--- src/assert_macros.svh ---
`ifndef ASSERT_MACROS_SVH
`define ASSERT_MACROS_SVH

// Check that cond implies expr on the same clock edge.
`define OSP_ASSERT_IMP(label, clk, rst, cond, expr) \
  label: assert property (@(posedge clk) disable iff (rst) (cond) |-> (expr)) \
    else $error("assertion failed");

// Check that cond implies expr on the next clock edge.
`define OSP_ASSERT_NXT(label, clk, rst, cond, expr) \
  label: assert property (@(posedge clk) disable iff (rst) (cond) |=> (expr)) \
    else $error("assertion failed");

`endif

--- src/osp_pkg.sv ---
package osp_pkg;

  // Field widths
  localparam int RADIUS_W = 18;
  localparam int HEIGHT_W = 24;
  localparam int POS_W    = 19;
  localparam int FRAME_W  = 16;

  // Parameter defaults
  localparam int ANGLE_BITS_DEF   = 16;
  localparam int CORDIC_STEPS_DEF = 16;

  localparam logic [FRAME_W-1:0] FRAME_TIME_RST = 16'd1074;

  // Square root operand: (radius + 1.0) in Q.32, root in Q.16
  localparam int RAD_FRAC  = 24;
  localparam int SQRT_IN_W = 44;
  localparam int ROOT_W    = SQRT_IN_W / 2;
  localparam logic [ROOT_W-1:0] ROOT_MIN = ROOT_W'(65536);
  localparam logic [RADIUS_W:0] RADIUS_ONE = (RADIUS_W+1)'(256);

  // frame_time * round(2^32/pi)
  localparam int PROD_W = 47;
  localparam logic [PROD_W-1:0] INV_PI = PROD_W'(1367130551);

  // Dividend is the product shifted up by NUM_SHIFT; quotient stays below 2^QUOT_TOP
  localparam int NUM_SHIFT = 16;
  localparam int QUOT_TOP  = 47;
  localparam int PRE_W     = QUOT_TOP - (PROD_W - 1 - 0) + PROD_W - NUM_SHIFT - 15;

  // CORDIC in Q2.30, angles in turns of 2^32
  localparam int TURN_W = 32;
  localparam int TRIG_W = 32;
  localparam int TRIG_FRAC = 30;
  localparam logic signed [TRIG_W-1:0] CORDIC_GAIN = 32'sd652032874;

  localparam int ATAN_N = 24;
  localparam logic [TURN_W-1:0] ATAN_TURNS [ATAN_N] = '{
    32'h20000000, 32'h12E4051E, 32'h09FB385B, 32'h051111D4, 32'h028B0D43, 32'h0145D7E1,
    32'h00A2F61E, 32'h00517C55, 32'h0028BE53, 32'h00145F2F, 32'h000A2F98, 32'h000517CC,
    32'h00028BE6, 32'h000145F3, 32'h0000A2FA, 32'h0000517D, 32'h000028BE, 32'h0000145F,
    32'h00000A30, 32'h00000518, 32'h0000028C, 32'h00000146, 32'h000000A3, 32'h00000051
  };

  // Quadrant codes
  localparam logic [1:0] QUAD_0 = 2'd0;
  localparam logic [1:0] QUAD_1 = 2'd1;
  localparam logic [1:0] QUAD_2 = 2'd2;
  localparam logic [1:0] QUAD_3 = 2'd3;

endpackage

--- src/osp_sqrt_pipe.sv ---
`include "assert_macros.svh"

module osp_sqrt_pipe #(
  parameter int TAG_W = 1
) (
  input  logic                          clk,
  input  logic                          rst,
  input  logic                          in_valid,
  input  logic [osp_pkg::SQRT_IN_W-1:0] in_rad,
  input  logic [TAG_W-1:0]              in_tag,
  output logic                          out_valid,
  output logic [osp_pkg::ROOT_W-1:0]    out_root,
  output logic [TAG_W-1:0]              out_tag
);

  localparam int STAGES = osp_pkg::ROOT_W;
  localparam int REM_W  = osp_pkg::ROOT_W + 2;

  logic                          valid [1:STAGES];
  logic [osp_pkg::SQRT_IN_W-1:0] rad   [1:STAGES];
  logic [REM_W-1:0]              rem   [1:STAGES];
  logic [osp_pkg::ROOT_W-1:0]    root  [1:STAGES];
  logic [TAG_W-1:0]              tag   [1:STAGES];

  // One root bit per stage, two radicand bits consumed
  for (genvar i = 0; i < STAGES; i++) begin : g_stage
    logic                          cur_valid;
    logic [osp_pkg::SQRT_IN_W-1:0] cur_rad;
    logic [REM_W-1:0]              cur_rem;
    logic [osp_pkg::ROOT_W-1:0]    cur_root;
    logic [TAG_W-1:0]              cur_tag;
    logic [REM_W+1:0]              rem_sh;
    logic [REM_W+1:0]              trial;
    logic [REM_W+1:0]              diff;

    if (i == 0) begin : g_first
      assign cur_valid = in_valid;
      assign cur_rad   = in_rad;
      assign cur_rem   = '0;
      assign cur_root  = '0;
      assign cur_tag   = in_tag;
    end else begin : g_rest
      assign cur_valid = valid[i];
      assign cur_rad   = rad[i];
      assign cur_rem   = rem[i];
      assign cur_root  = root[i];
      assign cur_tag   = tag[i];
    end

    assign rem_sh = {cur_rem, cur_rad[osp_pkg::SQRT_IN_W-1-2*i -: 2]};
    assign trial  = {2'b00, cur_root, 2'b01};
    assign diff   = rem_sh - trial;

    // Advance valid
    always_ff @(posedge clk) begin
      if (rst) begin
        valid[i+1] <= 1'b0;
      end else begin
        valid[i+1] <= cur_valid;
      end
    end

    // Subtract the trial when it fits, else keep the shifted remainder
    always_ff @(posedge clk) begin
      rad[i+1] <= cur_rad;
      tag[i+1] <= cur_tag;
      if (rem_sh >= trial) begin
        rem[i+1]  <= diff[REM_W-1:0];
        root[i+1] <= {cur_root[osp_pkg::ROOT_W-2:0], 1'b1};
      end else begin
        rem[i+1]  <= rem_sh[REM_W-1:0];
        root[i+1] <= {cur_root[osp_pkg::ROOT_W-2:0], 1'b0};
      end
    end
  end

  assign out_valid = valid[STAGES];
  assign out_root  = root[STAGES];
  assign out_tag   = tag[STAGES];

  // Radicand is at least 2^32, so the root never drops under 2^16
  `OSP_ASSERT_IMP(a_root_floor, clk, rst, out_valid, out_root >= osp_pkg::ROOT_MIN)

endmodule

--- config.mk ---
export PLATFORM = sky130hd
export DESIGN_NAME = osp_sqrt_pipe
export DESIGN_NICKNAME = d
export VERILOG_FILES = /design/src/osp_pkg.sv /design/src/osp_sqrt_pipe.sv
export VERILOG_INCLUDE_DIRS = /design/src /design/src/src
export SDC_FILE = /design/constraint.sdc
export NUM_CORES = 2
export LEC_CHECK = 0
export BUFFER_PORTS_ARGS = -buffer_cell sky130_fd_sc_hd__clkbuf_2
export CAP_MARGIN = 20
export CELL_PAD_IN_SITES_DETAIL_PLACEMENT = 0
export CELL_PAD_IN_SITES_GLOBAL_PLACEMENT = 1
export CORE_MARGIN = 4
export CORE_UTILIZATION = 45
export CTS_BUF_LIST = sky130_fd_sc_hd__clkbuf_16
export CTS_CLUSTER_SIZE = 8
export DETAILED_ROUTE_END_ITERATION = 6
export PLACE_DENSITY_LB_ADDON = 0.1
export SYNTH_ARGS = -nofsm -noshare
export SYNTH_HDL_FRONTEND = slang
export SYNTH_SLANG_ARGS = --single-unit
--- constraint.sdc ---
create_clock -name clk -period 2.9 [get_ports clk]
set_input_delay 0.58 -clock clk [delete_from_list [all_inputs] [get_ports clk]]
set_output_delay 0.58 -clock clk [all_outputs]
set_load 0.1 [all_outputs]
**Word-level counts from Yosys, hierarchy flattened**

Memories as Yosys holds them, arrays and structs flattened.
Cells that the tools add are included.

- Memories kept: 5
- Bits in writable memories: 2024
- Input bits: 48
- Logic and storage cells: 250
- Flip-flop bits (word level): 0

- Mux-type cells: 135
- Bitwise operators: 66
- Add/sub/neg operators: 22
- Magnitude comparators: 22

Memories:

| name | depth | bits a word | read ports | clocked after memory_dff | write ports | line | text |
|---|---|---|---|---|---|---|---|
| rad | 22 | 44 | 21 | 0 | 22 | osp_sqrt_pipe.sv:20 | `logic [osp_pkg::SQRT_IN_W-1:0] rad [1:STAGES];` |
| rem | 22 | 24 | 21 | 0 | 22 | osp_sqrt_pipe.sv:21 | `logic [REM_W-1:0] rem [1:STAGES];` |
| root | 22 | 22 | 22 | 0 | 22 | osp_sqrt_pipe.sv:22 | `logic [osp_pkg::ROOT_W-1:0] root [1:STAGES];` |
| tag | 22 | 1 | 22 | 0 | 22 | osp_sqrt_pipe.sv:23 | `logic [TAG_W-1:0] tag [1:STAGES];` |
| valid | 22 | 1 | 22 | 0 | 22 | osp_sqrt_pipe.sv:19 | `logic valid [1:STAGES];` |

Operators with widths:

| operator | count |
|---|---|
| 26-bit by 24-bit greater-or-equal comparator with 1-bit output | 21 |
| 24-bit 2-to-1 mux | 22 |
| 24-bit subtractor | 21 |
| 22-bit 2-to-1 mux | 22 |
| 1-bit 2-to-1 mux | 91 |
| 1-bit bitwise OR | 66 |
| 2-bit by 1-bit subtractor with 3-bit output, second input constant | 1 |
| 2-bit by 1-bit greater-or-equal comparator with 1-bit output, second input constant | 1 |

**Depth between registers and ports, before layout**

An unclocked memory read counts as a cell.

- Depth in word-level cells: 5
- Mapped depth: 12
- Gate-level depth less buffers: 12

**Worst setup path before layout**

No wires, ideal clock.

- Kind: reg-to-reg
- Start: reg root[2][45] (netlist name)
- End: reg rem[2][74] (netlist name)
- Required time: 2778 ps
- Arrival time: 2579 ps
- Cell stages (with the launch flop): 13
- Setup slack: 198 ps
- Cells stage by stage: dfxtp_1 inv_1 ha_1 or2_2 o211a_1 a41o_1 a41o_1 o21ai_0 o31ai_1 buf_2 clkbuf_1 nor2_1 a21oi_1

==> results.sh <==
export IMPL_status="completed"
export IMPL_synth_seq_area_share_pct=56.1
export IMPL_syn2layout_area_growth_pct=19.4
export IMPL_regToRegEndpoint="rem[2][70]"
export IMPL_timing_rr_start="root[2][22]"
export IMPL_r2r_slack_ns=0.11
export IMPL_cpMostUsedCell="o31a_1"
export IMPL_hp_class="in -> reg"
export IMPL_vias=29000
export IMPL_final_nets=4921
export IMPL_ctsLongestPathBuffers=3
export IMPL_min_period_over_period_pct=96.2
export IMPL_overflow=0
export IMPL_synth_nets=4535
export IMPL_cap_viol_max_count=0
export IMPL_tightest_slew_ns=0.709
export IMPL_clkTransAtPathRegs_ns=0.05
export IMPL_yosysUniqueCellTypes=92
export IMPL_critical_path_class="reg -> reg"
export IMPL_clk_latency_ns=0.77
export IMPL_slowest_stage="a2111o_1"
export IMPL_period_needed_ns=2.79
export IMPL_wl_met2_um=45000
export IMPL_drt_iter0_markers=1392
export IMPL_setup_viol=0
export IMPL_yosys_warnings=0
export IMPL_synth_edff_count=0
export IMPL_crit_path_end_kind="flop"
export IMPL_async_reset_ff_share_pct=0
export IMPL_dp_final_hpwl_um=67300
export IMPL_grt_pass1_wl_um=147000
export IMPL_clock_sinks=1233
export IMPL_drtPass1Iterations=5
export IMPL_grt_util_all_layers_pct=17.6
export IMPL_cts_buffers=173
export IMPL_drt_wirelength_per_cell_um=15.2
export IMPL_start_util_pct=45.5
export IMPL_antennaDiodeCount=0
export IMPL_power_total_mw=46.7
export IMPL_fin_area_um2=52600
export IMPL_wl_met3_um=3030
export IMPL_hold_violations=0
export IMPL_skew_ns=0.0712
export IMPL_antenna_found_initial=1
export IMPL_slew_headroom_pct=52.2
export IMPL_coreArea_um2=96900
export IMPL_cp_required_ns=3.51
export IMPL_hp_start="in_valid"
export IMPL_leakagePower_nw=24.5
export IMPL_met1_length_um=39300
export IMPL_ff2ff_path_depth=10
export IMPL_layout_commonest_cell="dfxtp_1"
export IMPL_viasPerCell=4.92
export IMPL_first_global_vias=29300
export IMPL_drc=0
export IMPL_worstPathArrival_ns=3.40
export IMPL_hold_depth=2
export IMPL_p_per_area_nw_per_um2=888
export IMPL_std_cell_rows=114
export IMPL_start_kind="flop"
export IMPL_max_clock_freq_mhz=358
export IMPL_irDropWorstVdd_uv=556
export IMPL_ant_nets=0
export IMPL_final_cell_mix="1,232 x dfxtp_1, 340 x inv_1, 273 x ha_1"
export IMPL_ys_seq_elements=1233
export IMPL_report_final_slew_viol_count=0
export IMPL_netlist_instances=4211
export IMPL_die_y_um=321
export IMPL_avgSynthCellArea_um2=10.5
export IMPL_dieWidth_um=321
export IMPL_top_layer="met4"
export IMPL_synth_flop_cell="dfxtp_1"
export IMPL_drive_above_1_share_pct=12.3
export IMPL_dpl_cell_area_um2=46900
export IMPL_ios=72
export IMPL_routed_wl_um=89700
export IMPL_die_area_um2=103000
export IMPL_routabilityCongestion=0.818
export IMPL_cts_tree="built"
export IMPL_cpPeakStageDelay_ns=0.42
export IMPL_grt_max_degree=29
export IMPL_min_to="valid[0][1]"
export IMPL_crit_fanout=5
export IMPL_clockRootBuffer="clkbuf_16"
export IMPL_hold_slack_ns=0.0833
export IMPL_synth_area_um2=44000
export IMPL_crit_chain="inv_1, ha_4, nor2b_1, o31a_1, o31a_1, o211ai_1, nand2_1, a31o_2, a2111o_1, xnor2_1"
export IMPL_h_tree_depth=4
export IMPL_portBuffers=71
-- registers in the layout (all words and copies together) (netlist names) --
signal,flops
valid,22
root,253
rad,462
tag,22
rem,474
-- where the power goes --
part	leakage (nW)	total, mW	switching (mW)	internal, mW
Sequential	10.3	21.7	1.98	19.7
Clock	2.34	17.5	6.94	10.6
Combinational	11.8	7.44	3.97	3.46
Total	24.5	46.7	12.9	33.8
-- synthesized netlist by cell type (all sizes together), types with 8 or more instances --
cell type	count	area, µm²
a2111oi	11	98.9
a211oi	33	248
a21boi	8	71.3
a21o	74	556
a21oi	235	1180
a31o	8	70.1
a31oi	20	125
and2	14	87.6
and3	16	100
and4	9	78.8
buf	26	151
clkbuf	37	139
dfxtp	1233	24700
ha	276	3450
inv	335	1260
mux2	34	383
mux2i	12	120
nand2	268	1010
nand2b	61	384
nand3	70	360
nand3b	11	86.3
nand4	29	181
nor2	219	825
nor2b	60	375
nor3	121	622
nor4	49	343
o211ai	8	65.1
o21a	49	368
o21ai	247	1240
o21bai	17	128
o31a	11	96.3
o31ai	23	173
or2	25	156
or3	42	263
or4	30	236
xnor2	181	1590
xor2	201	1760
-- critical path, delay by kind of cell, from the launching register on --
family | cells | cell delay, ns
fa+ha+maj | 1 | 0.23
xor+xnor | 1 | 0.13
buf+inv | 1 | 0.07
compound gates | 5 | 1.58
simple gates | 2 | 0.29
flops | 1 | 0.32
-- through the flow --
step / setup slack (ns) / utilization (%) / setup TNS, ns / std cells
final: 0.110 / 54.3 / 0 / 5896
after global routing: -0.0377 / 54.3 / -0.170 / 5896
after CTS: 0.00408 / 53.9 / 0 / 5889
after detailed placement: -0.165 / 48.5 / -1.83 / 5644
after global placement: -0.185 / 48.5 / -2.14 / 5644
after floorplan: 0.198 / - / 0 / 4211
-- how the worst max path moves through the flow --
stage                      start          end  slack, ns
CTS                 root[1][132]  rem[1][191]      0.004
finish               root[2][22]   rem[2][70]       0.11
detailed placement   root[2][44]   rem[2][91]      -0.16
global placement     root[2][44]   rem[2][81]      -0.18
floorplan            root[2][45]   rem[2][74]       0.20
global route         root[2][44]   rem[2][89]      -0.04
-- layout make-up --
| cell class | count | area, µm² |
|---|---|---|
| Clock buffer | 173 | 4330 |
| Clock inverter | 25 | 444 |
| Fill cell | 8515 | 44300 |
| Inverter | 335 | 1260 |
| Multi-Input combinational cell | 2581 | 18200 |
| Sequential cell | 1233 | 24700 |
| Tap cell | 1276 | 1600 |
| Timing Repair Buffer | 273 | 2080 |
-- timing repair --
action                                  CTS  global route
cloned                                    1             0
gates resized for setup                   5            64
buffers inserted                          1             7
pin swaps                                 1            14
endpoints found under the hold margin    46             0
endpoints found under the setup margin   21           129
hold buffers                             45             0
-- logic make-up (layout without fill, tap and decap cells) --
logic type      after synthesis  count (layout)  share of synthesized area, %
flops                      1233            1233                          56.1
buf+inv                     398             806                          3.52
xor+xnor                    382             382                          7.60
compound gates              817             818                          11.5
mux                          46              46                          1.14
fa+ha+maj                   276             276                          7.84
other cells                   1               1                       0.00852
simple gates               1058            1058                          12.3
-- layer usage --
metal / vias up / track usage [%]
met5: - / 0
li1: 15100 / -
met1: 13300 / 21.0
met3: 172 / 3.20
met4: 0 / 6.29
met2: 402 / 31.7
(Power assumes the default switching activity.)
