## src/assert_macros.svh

```systemverilog
`ifndef ASSERT_MACROS_SVH
`define ASSERT_MACROS_SVH

// Check that cond implies expr on the same clock edge.
`define OSP_ASSERT_IMP(label, clk, rst, cond, expr) \
  label: assert property (@(posedge clk) disable iff (rst) (cond) |-> (expr)) \
    else $error("assertion failed");

// Check that cond implies expr on the next clock edge.
`define OSP_ASSERT_NXT(label, clk, rst, cond, expr) \
  label: assert property (@(posedge clk) disable iff (rst) (cond) |=> (expr)) \
    else $error("assertion failed");

`endif

```

## src/osp_pkg.sv

```systemverilog
package osp_pkg;

  // Field widths
  localparam int RADIUS_W = 18;
  localparam int HEIGHT_W = 24;
  localparam int POS_W    = 19;
  localparam int FRAME_W  = 16;

  // Parameter defaults
  localparam int ANGLE_BITS_DEF   = 16;
  localparam int CORDIC_STEPS_DEF = 16;

  localparam logic [FRAME_W-1:0] FRAME_TIME_RST = 16'd1074;

  // Square root operand: (radius + 1.0) in Q.32, root in Q.16
  localparam int RAD_FRAC  = 24;
  localparam int SQRT_IN_W = 44;
  localparam int ROOT_W    = SQRT_IN_W / 2;
  localparam logic [ROOT_W-1:0] ROOT_MIN = ROOT_W'(65536);
  localparam logic [RADIUS_W:0] RADIUS_ONE = (RADIUS_W+1)'(256);

  // frame_time * round(2^32/pi)
  localparam int PROD_W = 47;
  localparam logic [PROD_W-1:0] INV_PI = PROD_W'(1367130551);

  // Dividend is the product shifted up by NUM_SHIFT; quotient stays below 2^QUOT_TOP
  localparam int NUM_SHIFT = 16;
  localparam int QUOT_TOP  = 47;
  localparam int PRE_W     = QUOT_TOP - (PROD_W - 1 - 0) + PROD_W - NUM_SHIFT - 15;

  // CORDIC in Q2.30, angles in turns of 2^32
  localparam int TURN_W = 32;
  localparam int TRIG_W = 32;
  localparam int TRIG_FRAC = 30;
  localparam logic signed [TRIG_W-1:0] CORDIC_GAIN = 32'sd652032874;

  localparam int ATAN_N = 24;
  localparam logic [TURN_W-1:0] ATAN_TURNS [ATAN_N] = '{
    32'h20000000, 32'h12E4051E, 32'h09FB385B, 32'h051111D4, 32'h028B0D43, 32'h0145D7E1,
    32'h00A2F61E, 32'h00517C55, 32'h0028BE53, 32'h00145F2F, 32'h000A2F98, 32'h000517CC,
    32'h00028BE6, 32'h000145F3, 32'h0000A2FA, 32'h0000517D, 32'h000028BE, 32'h0000145F,
    32'h00000A30, 32'h00000518, 32'h0000028C, 32'h00000146, 32'h000000A3, 32'h00000051
  };

  // Quadrant codes
  localparam logic [1:0] QUAD_0 = 2'd0;
  localparam logic [1:0] QUAD_1 = 2'd1;
  localparam logic [1:0] QUAD_2 = 2'd2;
  localparam logic [1:0] QUAD_3 = 2'd3;

endpackage

```

## src/osp_div_pipe.sv

```systemverilog
module osp_div_pipe #(
  parameter int ANGLE_BITS = osp_pkg::ANGLE_BITS_DEF,
  parameter int TAG_W      = 1
) (
  input  logic                       clk,
  input  logic                       rst,
  input  logic                       in_valid,
  input  logic [osp_pkg::PROD_W-1:0] in_num,
  input  logic [osp_pkg::ROOT_W-1:0] in_den,
  input  logic [TAG_W-1:0]           in_tag,
  output logic                       out_valid,
  output logic [ANGLE_BITS-1:0]      out_quot,
  output logic [TAG_W-1:0]           out_tag
);

  localparam int STAGES = ANGLE_BITS;
  localparam int W      = osp_pkg::ROOT_W;
  localparam int PRE_LO = osp_pkg::QUOT_TOP - osp_pkg::NUM_SHIFT;

  logic                       valid [1:STAGES];
  logic [osp_pkg::PROD_W-1:0] num   [1:STAGES];
  logic [W-1:0]               den   [1:STAGES];
  logic [W-1:0]               rem   [1:STAGES];
  logic [ANGLE_BITS-1:0]      quot  [1:STAGES];
  logic [TAG_W-1:0]           tag   [1:STAGES];

  // One quotient bit per stage, from dividend bit QUOT_TOP-1 downward
  for (genvar k = 0; k < STAGES; k++) begin : g_stage
    localparam int J = osp_pkg::QUOT_TOP - 1 - k;
    logic                       cur_valid;
    logic [osp_pkg::PROD_W-1:0] cur_num;
    logic [W-1:0]               cur_den;
    logic [W-1:0]               cur_rem;
    logic [ANGLE_BITS-1:0]      cur_quot;
    logic [TAG_W-1:0]           cur_tag;
    logic                       nbit;
    logic [W:0]                 rem_sh;
    logic [W:0]                 diff;

    if (k == 0) begin : g_first
      assign cur_valid = in_valid;
      assign cur_num   = in_num;
      assign cur_den   = in_den;
      assign cur_rem   = W'(in_num[osp_pkg::PROD_W-1:PRE_LO]);
      assign cur_quot  = '0;
      assign cur_tag   = in_tag;
    end else begin : g_rest
      assign cur_valid = valid[k];
      assign cur_num   = num[k];
      assign cur_den   = den[k];
      assign cur_rem   = rem[k];
      assign cur_quot  = quot[k];
      assign cur_tag   = tag[k];
    end

    if (J >= osp_pkg::NUM_SHIFT) begin : g_bit
      assign nbit = cur_num[J-osp_pkg::NUM_SHIFT];
    end else begin : g_zero
      assign nbit = 1'b0;
    end

    assign rem_sh = {cur_rem, nbit};
    assign diff   = rem_sh - {1'b0, cur_den};

    // Advance valid
    always_ff @(posedge clk) begin
      if (rst) begin
        valid[k+1] <= 1'b0;
      end else begin
        valid[k+1] <= cur_valid;
      end
    end

    // Subtract when the divisor fits
    always_ff @(posedge clk) begin
      num[k+1] <= cur_num;
      den[k+1] <= cur_den;
      tag[k+1] <= cur_tag;
      if (rem_sh >= {1'b0, cur_den}) begin
        rem[k+1]  <= diff[W-1:0];
        quot[k+1] <= {cur_quot[ANGLE_BITS-2:0], 1'b1};
      end else begin
        rem[k+1]  <= rem_sh[W-1:0];
        quot[k+1] <= {cur_quot[ANGLE_BITS-2:0], 1'b0};
      end
    end
  end

  assign out_valid = valid[STAGES];
  assign out_quot  = quot[STAGES];
  assign out_tag   = tag[STAGES];

endmodule

```

## config.mk

```make
export PLATFORM = sky130hd
export DESIGN_NAME = osp_div_pipe
export DESIGN_NICKNAME = d
export VERILOG_FILES = /design/src/assert_macros.svh /design/src/osp_pkg.sv /design/src/osp_div_pipe.sv
export SDC_FILE = /design/constraint.sdc
export NUM_CORES = 2
export LEC_CHECK = 0
export BUFFER_PORTS_ARGS = -buffer_cell sky130_fd_sc_hd__buf_2
export CORE_MARGIN = 10
export CORE_UTILIZATION = 40
export DETAILED_ROUTE_END_ITERATION = 16
export MAX_ROUTING_LAYER = met4
export PLACE_DENSITY = 0.59
export SYNTH_ARGS = -nofsm -noshare
export SYNTH_HDL_FRONTEND = slang
export SYNTH_SLANG_ARGS = --single-unit
```

## constraint.sdc

```tcl
create_clock -name clk -period 6 [get_ports clk]
set_input_delay 1.8 -clock clk [delete_from_list [all_inputs] [get_ports clk]]
set_output_delay 1.8 -clock clk [all_outputs]
set_load 0.005 [all_outputs]
```

Word-level counts from Yosys, hierarchy flattened
Memory sizes are Yosys's and may differ from the RTL's. Index checks and enable logic that the tools add are counted.

Bits in registers: 0. Memory bits (writable): 1744. Input port bits: 73. Output and inout bits: 18. Word-level logic and storage cells: 185. Memories kept: 6.

Add/subtract/negate cells: 16. Magnitude comparators: 16. Mux-type cells: 99. Bitwise logic cells: 48.

Memories: num (words 16, width 47, rd ports 15, clocked after memory_dff 0, write ports 16, RTL line osp_div_pipe.sv:21) `logic [osp_pkg::PROD_W-1:0] num [1:STAGES];`; den (words 16, width 22, rd ports 15, clocked after memory_dff 0, write ports 16, RTL line osp_div_pipe.sv:22) `logic [W-1:0] den [1:STAGES];`; rem (words 16, width 22, rd ports 15, clocked after memory_dff 0, write ports 16, RTL line osp_div_pipe.sv:23) `logic [W-1:0] rem [1:STAGES];`; quot (words 16, width 16, rd ports 16, clocked after memory_dff 0, write ports 16, RTL line osp_div_pipe.sv:24) `logic [ANGLE_BITS-1:0] quot [1:STAGES];`; tag (words 16, width 1, rd ports 16, clocked after memory_dff 0, write ports 16, RTL line osp_div_pipe.sv:25) `logic [TAG_W-1:0] tag [1:STAGES];`; valid (words 16, width 1, rd ports 16, clocked after memory_dff 0, write ports 16, RTL line osp_div_pipe.sv:20) `logic valid [1:STAGES];`.

Operator list (count): two-way mux 22 bit (16); >= comparator 23 x 22 -> 1 bit (15); subtractor 22 bit (15); two-way mux 16 bit (16); two-way mux 1 bit (67); bitwise OR 1 bit (48); >= comparator 17 x 22 -> 1 bit (1); subtractor 17 x 22 -> 22 bit (1).

Logic depth before layout (Yosys ltp)
An unclocked memory read counts as a cell.

Depth after elaboration: 5. Mapped depth: 15. Mapped depth without buffers: 13.

Worst setup path before layout
OpenSTA, ideal clock, no wires.

Kind: input to register. Start point: in in_num[30] (netlist bit). End point: reg rem[0][33] (netlist name). Setup time: 0.131 ns. Data arrival time: 4.246 ns. Required time: 5.869 ns. Slack: 1.623 ns. Stages on the path: 14. Buffers on the path: 2. Cells stage by stage: inv_1 -> ha_1 -> inv_1 -> fa_1 -> a21o_1 -> a21oi_1 -> o21bai_1 -> a21o_1 -> o21bai_1 -> a211oi_1 -> or4b_2 -> clkbuf_1 -> clkbuf_1 -> o21ai_0.

RTL lines: from (decl) (RTL line osp_div_pipe.sv:8) `input logic [osp_pkg::PROD_W-1:0] in_num,`.

==> results by group <==
Logic synthesis
  – Top cells by area, synth: dfxtp_1 47%, ha_1 11%, mux2_2 6.2%
  – Gate Count Post-Synth: approximately 4,000
  – Synth Area per Inst: just over 10 sq um
  – Number of synthesis warnings: 0
  – Yosys reg bits: about 950
  – Dominant synthesized flop cell: dfxtp_1
  – Leading area contributor after synthesis: dfxtp_1
  – Fraction of registers with async set/reset: 0%
  – Sequential element share of the synthesized area: 47.2%
  – Post-Syn Nets: 4,387
  – Number of synthesized flops with an enable pin: 0
  – Netlist cell types: between 80 and 90
  – Synth top area share: between 40% and 50%
  – Synthesized area: about 0.040 sq mm

Drt
  – First DRT Iteration DRCs: between 1,000 and 1,500
  – Antenna Nets Post-Route: 0
  – Remaining DRCs: 0
  – First-pass iteration count of the detailed router: 7
  – Max Used Layer: met4
  – WL/cell: 15.0 microns
  – Wire length on met1: about 36 mm
  – WL met3: 3.05 mm
  – WL final: slightly above 80 mm
  – Vias: about 27,000
  – Routed length on met2: a little under 40 mm
  – Vias per cell: a little under 5

STA
  – Slew HR: 16.5%
  – Fin. Hold Viols: 0
  – Setup Viol. Count Final: 0
  – Setup TNS: 0 ns
  – Period Utilization, post-route: between 70% and 80%
  – Unrepaired setup endpoints after global routing: no
  – Max Fclk: roughly 230 MHz
  – Final Slew Violations: 0
  – Worst Tran Pin Value: between 1 and 1.5 ns
  – Max Clock Skew: 0.0282 ns
  – Crit path time final: 4.42 ns

Die
  – Chip height: about 340 microns
  – Core area: ~0.1 sq mm
  – Die width: about 340 microns
  – Row count: 116
  – Initial core utilization: between 40% and 50%
  – IO Pins: 91
  – Die footprint: between 0.1 and 0.15 sq mm

Critical path
  – CP Capture Type: register
  – Cell mode on critical path: inv_1
  – Slowest stage delay, CP: 0.49 ns
  – CP startpoint kind: input port
  – Crit-path slowest cell: or4b_2
  – CP Data Arrival Time: between 4 and 5 ns
  – Req. time, crit path: ~6.6 ns
  – Kind of critical path: input port to register
  – Crit path cell chain: buf_2 > inv_1 > ha_1 > inv_1 > fa_1 > a21o_1 > a21oi_1 > o21bai_1 > a21o_1 > o21bai_1 > a211oi_1 > or4b_2 > inv_1 > mux2_2
  – Crit-path max FO: 20

CTS
  – Reg clk slew, reported paths: approximately 0.06 ns
  – Hold-fix buffers, CTS: 0
  – Root Buffer: clkbuf_16
  – Max Buffers Root-to-Sink: 3
  – # Post-CTS Setup Buffers: 0
  – Post-CTS sizing: 0
  – Htree depth: 3
  – Clock sinks: between 900 and 1,000
  – CTS tree: yes
  – Worst skew pair latency: around 0.7 ns
  – CTS Buf Count: between 90 and 100

Placement
  – Inst Count DP: around 5,300
  – Routability cong.: roughly 0.91
  – Port bufs: 75
  – Detail Placement HPWL: about 63 mm

Global route
  – Initial antenna violation count: 1
  – Gr usage total: roughly 15%
  – GR Overflow Total: 0
  – First-pass GRT wire length: about 130 mm
  – Vias in the first global route: ~27,000
  – Largest net degree at the start of global routing: between 40 and 50

Final layout
  – Area delta synth->final: 13.3%
  – Share of cells above drive strength 1: 13.3%
  – Register Area: 0.0190 sq mm
  – Multi-input logic area: slightly below 0.02 sq mm
  – Final nets: approximately 4,500
  – Final std cells w/o fill: about 5,500
  – Fill count: 9,410
  – Ant diodes: 0

Power and ir drop
  – Total Power: around 25 mW
  – Max IR drop VDD: 0.259 mV
  – P_leak: ~21 nW
  – Power per cell area: around 560 mW/mm^2

Flow run
  – Max-Cap Viols: 0

Run status
  – Outcome: finished clean

Hold path
  – Hold crit path type: register to register
-- stage by stage --
step	area (sq um)	util (%)	setup slack, ns	hold WS, ns
finish	45600	45.6	1.58	0.319
global route	45600	45.6	1.46	0.324
CTS	45600	45.6	1.63	0.317
detailed placement	42100	42.1	0.899	0.312
global placement	42100	42.1	0.920	0.310
floorplan	40200	-	1.62	0.310
-- placed cells by master (no fill, tap or decap), types with 43 or more instances in the layout --
cell,instances
a21o_1,158
a21oi_1,259
buf_2,75
clkbuf_16,101
dfxtp_1,948
ha_1,347
inv_1,461
mux2_2,220
nand2_1,183
nand3_1,55
nor2_1,150
nor2b_1,56
nor3_1,49
o21ai_0,169
o21bai_1,43
xnor2_1,156
xor2_1,97
-- cells by family (layout without fill, tap and decap cells) --
logic type / Yosys count / after routing / share of synthesized area (%)
muxes: 259 / 259 / 7.34
buffers and inverters: 523 / 735 / 5.00
AOI/OAI and AO/OA: 899 / 899 / 14.6
and+or+nand+nor: 708 / 708 / 8.84
adders and majority gates: 362 / 362 / 11.5
DFF: 948 / 948 / 47.2
xor gates and xnor gates: 253 / 253 / 5.51
-- report_power, final --
part / switching, mW / internal, mW / leakage, nW
logic: 5.38 / 4.98 / 11.5
clock network: 2.54 / 3.85 / 1.71
registers: 0.732 / 7.83 / 7.97
total: 8.65 / 16.7 / 21.2
-- worst max-delay path: cells and delay by family --
family                     cells  cell delay (ns)
buffers and inverters          4             0.34
muxes                          1             0.28
AOI/OAI and AO/OA              6             1.50
adders and majority gates      2             0.56
and+or+nand+nor                1             0.49
-- cell type report --
class	instances	share of cell area (%)
clock inverters	54	1.41
clock buffers	131	6.21
well taps	1298	3.56
inverters	461	3.80
multi-input cells	2481	42.3
flip-flops and latches	948	41.6
repair buffers	89	1.05
-- synth_stat cells, drive strengths merged (11+ instances only) --
cell type / count
a211o: 14
a211oi: 30
a21o: 158
a21oi: 262
a31oi: 23
and2: 11
and3: 42
buf: 24
clkbuf: 38
dfxtp: 948
fa: 15
ha: 347
inv: 461
mux2: 237
mux2i: 22
nand2: 183
nand2b: 39
nand3: 55
nand4: 42
nor2: 150
nor2b: 56
nor3: 49
nor4: 13
o211ai: 15
o21a: 42
o21ai: 175
o21bai: 44
o31ai: 25
or2: 21
or3: 11
xnor2: 156
xor2: 97
-- worst paths after layout --
kind,startpoint,end,slack (ns),depth (start not counted)
setup reg to reg,num[0][674]$_DFF_P_,rem[0][350]$_DFF_P_,2.10,13
setup / recovery,in_num[30],rem[0][32]$_DFF_P_,1.58,14
hold / removal,quot[2][32]$_DFF_P_,quot[2][49]$_DFF_P_,0.32,0
hold reg to reg,quot[2][32]$_DFF_P_,quot[2][49]$_DFF_P_,0.32,0
-- routing by layer --
layer	vias up	GRT usage (%)
met4	0	5.47
li1	13900	-
met5	-	-
met2	468	25.8
met3	159	2.34
met1	12400	16.9
-- registers in the layout, summed over array words and instances, names as in the netlist --
name and cells:
den 330, rem 330, quot 136, num 120, tag 16, valid 16
Power figures use the tool's default switching activity.
